## src/rtl/core/sppsv_ram.sv

```systemverilog
// Generic simple dual-port RAM: one write port, one read port.
// Read data registered, available in the cycle after the read address. No dependencies.
module sppsv_ram #(
  parameter int unsigned WIDTH = 8,
  parameter int unsigned DEPTH = 16
) (
  input  logic                     clk_i,
  input  logic                     we_i,
  input  logic [$clog2(DEPTH)-1:0] waddr_i,
  input  logic [WIDTH-1:0]         wdata_i,
  input  logic [$clog2(DEPTH)-1:0] raddr_i,
  output logic [WIDTH-1:0]         rdata_o
);

  logic [WIDTH-1:0] mem_q [DEPTH];
  logic [WIDTH-1:0] rdata_q;

  always_ff @(posedge clk_i) begin
    if (we_i) begin
      mem_q[waddr_i] <= wdata_i;
    end
    rdata_q <= mem_q[raddr_i];
  end

  assign rdata_o = rdata_q;

endmodule

```

## config.mk

```make
export PLATFORM = sky130hd
export DESIGN_NAME = sppsv_ram
export DESIGN_NICKNAME = d
export VERILOG_FILES = /design/src/rtl/core/sppsv_ram.sv
export SDC_FILE = /design/constraint.sdc
export NUM_CORES = 1
export LEC_CHECK = 0
export BUFFER_PORTS_ARGS = -buffer_cell sky130_fd_sc_hd__buf_2
export CORE_ASPECT_RATIO = 0.7
export CORE_UTILIZATION = 55
export CTS_BUF_LIST = sky130_fd_sc_hd__clkbuf_8
export DETAILED_ROUTE_END_ITERATION = 8
export GPL_TIMING_DRIVEN = 0
export HOLD_SLACK_MARGIN = 0.12
export PLACE_DENSITY_LB_ADDON = 0.3
export SYNTH_ARGS = -nofsm -noshare
export SYNTH_HDL_FRONTEND = slang
export SYNTH_SLANG_ARGS = --single-unit
```

## constraint.sdc

```tcl
create_clock -name clk_i -period 1.97 [get_ports clk_i]
set_input_delay 0.591 -clock clk_i [delete_from_list [all_inputs] [get_ports clk_i]]
set_output_delay 0.591 -clock clk_i [all_outputs]
set_load 0.1 [all_outputs]
```

# --- Word-level counts from Yosys, hierarchy flattened ---
# Memories as Yosys holds them, arrays and structs flattened. A register that Yosys moved wholly into a read port is not among the register bits.
# Index checks and enable logic that the tools add are counted.
totals:
  ff_bits: 0
  ram_bits: 128
  wordCells: 3
  out_inout_bits: 8
  inputBits: 18
  memories: 1
memory_table:
  columns: ["name", "depth", "width", "rd", "rd_ports_with_merged_regs", "write_ports", "line_no", "text"]
  rows:
  - ["mem_q", 16, 8, 1, 1, 1, "15", "logic [WIDTH-1:0] mem_q [DEPTH];"]
op_classes:
  n_mux: 2
ops:
  columns: ["cell", "n"]
  rows:
  - ["1-bit 2-to-1 mux", 2]

# --- Depth between registers and ports, before layout ---
depth:
  depth_word: 2
  depth_mapped: 5
  ltp_nobuf: 3

# --- Worst setup path before layout ---
# OpenSTA, ideal clock, no wires.
synth_timing:
  path_kind: "input -> register"
  from: "input waddr_i[2]"
  to: "memory mem_q[0][0] (enable)"
  required_time_ns: 1.587
  path_stages: 2
  n_path_buf: 0
  slack_ns: -0.114
  arrival_ns: 1.701
  setup_time_ns: 0.383
  path_cell_list: "or3b_2 nor3_1"
synth_rtl:
  columns: ["element", "line_no", "text"]
  rows:
  - ["start, declared", "9", "input logic [$clog2(DEPTH)-1:0] waddr_i,"]
  - ["end, declared", "15", null]
# No word-level cell before the write port.

# --- Worst setup path after layout ---
layout_timing:
  from: "input waddr_i[2]"
  to: "memory mem_q[2][4] (enable)"
# No word-level cell before the write port.

==> flow_metrics.tcl <==
set metrics [dict create \
    synth_top_area_share_pct 74.7 \
    min_period_ns 1.86 \
    cts_repair_resize_count 0 \
    tightestPinTransition_ns 1.22 \
    dpl-instance-area_mm2 0.00543 \
    cts_root_buffer "clkbuf_8" \
    hold_start "wdata_i[5]" \
    vias 2366 \
    avgSynthCellArea_um2 22.5 \
    period_share_pct 94.3 \
    drc 0 \
    die_x_um 118 \
    synth_cell_types 19 \
    maxCapViolCount 0 \
    required_ns 2.03 \
    wl_mm 9.66 \
    clk_latency_ns 0.43 \
    place_hpwl_mm 6.17 \
    tritoncts "yes" \
    rows 29 \
    layout.cells.non_filler 409 \
    worstPathMaxFanout 8 \
    grt_max_degree 17 \
    leakage_nw 1.96 \
    hp-class "input pin to flop" \
    slew_viol_final 0 \
    cts_num_sinks 136 \
    globalRouteMet1Util_pct 32.1 \
    hold_path_depth 1 \
    final_core_util_pct 64.2 \
    power_density_mw_per_mm2 1020 \
    hold_buffers 0 \
    reg2reg_depth 3 \
    yosys-top-cells-area "edfxtp_1 (75%), mux4_2 (7.9%), mux4_1 (7.1%)" \
    peakVddDrop_v 0.000746 \
    area_delta_synth_final_pct 13.2 \
    grt.busiest_layer "met1" \
    clk_path_buf_depth 2 \
    ys_warn_count 0 \
    end_kind "flop" \
    grt_pass1_vias 2387 \
    core_area_mm2 0.00907 \
    routed_via_density 5.78 \
    place.gp.congestion 0.793 \
    synth-seq-cells 136 \
    final_layout_size_suffix_gt1_share_pct 29.1 \
    rsz0062_at_grt "no" \
    multiInputGateArea_mm2 0.00106 \
    cp.arrival_ns 1.92 \
    synth_top_area_cell "edfxtp_1" \
    critPathKind "input pin to flop" \
    cts.clk_slew.worst_paths_ns 0.07 \
    setup_viol_count_final 0 \
    ant_nets 0 \
    synth_nets 247 \
    finalSetupTns_ns 0 \
    drt_iter0_markers 256 \
    critPathLaunch "waddr_i[2]" \
    slew_headroom_pct 17.9 \
    synth_cells 229 \
    grtUsageMet3_pct 5.36 \
    cts_max_level 4 \
    wl_per_cell_um 23.6 \
    grt_use_total_pct 21.7 \
    dp_cells 377 \
    grt_pass1_wl_mm 14.4 \
    insertedDiodeCount 0 \
    mappedNetlistArea_mm2 0.00515 \
    io_buffers 24 \
    drtPass1Iterations 4 \
    die_area_mm2 0.00976 \
    ioPinCount 26 \
    post_cts_buffers 0 \
    cp-start-kind "input pin" \
    numCtsBuffers 17 \
    grt_overflow_total 0 \
    fillers 618 \
    hold_viol 0 \
    fp.dieH_um 82.9 \
    clock_skew_ns 0.00708 \
    whs_ns 0.563 \
    grt.met2_usage_pct 30.6 \
    status "finished clean" \
    r2r-start "mem_q[9][3]" \
    max_freq_ghz 0.538 \
    design_area_mm2 0.00583 \
    yosysSeqAreaShare_pct 77.8 \
    start_util_pct 56.7 \
    antenna_found_initial 0 \
    regArea_mm2 0.00400 \
    num-nets-final 290 \
]
[state kept, by name, indices dropped and copies added (netlist names)]
| signal | cells |
|---|---|
| rdata_o | 8 |
| mem_q | 128 |
[through the flow]
step / worst slack, ns / power (mW)
global placement: -0.352 / 3.75
floorplan: 0.113 / 3.61
finish: 0.112 / 5.96
detailed placement: -0.407 / 3.76
CTS: 0.0593 / 6.00
global route: 0.00923 / 6.14
[power breakdown]
| part | total (mW) | leakage, nW | switching (mW) | internal [mW] |
|---|---|---|---|---|
| Combinational | 0.445 | 0.516 | 0.316 | 0.129 |
| Clock | 2.27 | 0.222 | 0.984 | 1.29 |
| Sequential | 3.25 | 1.22 | 0.0151 | 3.23 |
| Total | 5.96 | 1.96 | 1.31 | 4.65 |
[logic make-up (layout without fill, tap and decap cells)]
| family | count (synthesis) | after routing | share of synthesized area [%] |
|---|---|---|---|
| compound gates | 16 | 16 | 2.33 |
| buf+inv | 10 | 66 | 1.68 |
| flops | 136 | 136 | 77.8 |
| mux | 32 | 32 | 15.0 |
| simple gates | 35 | 35 | 3.18 |
[cell type report]
cell class              count  area share, %
flip-flops and latches    136           68.7
plain buffers              10           1.48
clock buffers              19           4.49
well taps                 124           2.66
multi-input cells          83           18.2
clock inverters            13           2.34
repair buffers             24           2.06
[path summary, 6_finish.rpt]
check                     end  slack [ns]
setup / recovery  mem_q[2][4]        0.11
setup reg to reg   rdata_o[3]        0.52
hold / removal    mem_q[6][5]        0.56
hold reg to reg    rdata_o[1]        0.70
[cell usage in the layout (no fill, tap or decap)]
| cell | n |
|---|---|
| buf_6 | 3 |
| a22oi_1 | 16 |
| or3b_2 | 1 |
| clkbuf_8 | 19 |
| and2b_1 | 1 |
| inv_1 | 3 |
| nor3_2 | 1 |
| nand3_1 | 1 |
| buf_2 | 27 |
| mux4_1 | 14 |
| dfxtp_1 | 8 |
| nor2_1 | 13 |
| and2_1 | 1 |
| nand2_1 | 9 |
| clkdlybuf4s25_2 | 3 |
| nor3_1 | 3 |
| bufinv_16 | 3 |
| nand2b_1 | 2 |
| buf_4 | 1 |
| clkinv_2 | 7 |
| nand3b_1 | 2 |
| mux4_2 | 18 |
| edfxtp_1 | 128 |
| nor2b_1 | 1 |
[per-layer routing]
metal / share of wire [%] / up-vias
li1: - / 1059
met1: 43 / 1209
met2: 46 / 77
met3: 7.7 / 21
met4: 2.4 / 0
met5: 0 / -
[worst max-delay path: stages]
cell and delay, ns:
buf_2 0.12, or3b_2 0.53, nor2_1 0.67
[synthesized netlist by cell type, drive strengths merged]
cell type      count
clkdlybuf4s25      3
nor2b              1
or3b               1
dfxtp              8
nand3b             2
and2               1
buf                7
and2b              1
nand2b             2
mux4              32
edfxtp           128
a22oi             16
nor2              13
nand3              1
nand2              9
nor3               4
(Power assumes the default switching activity.)
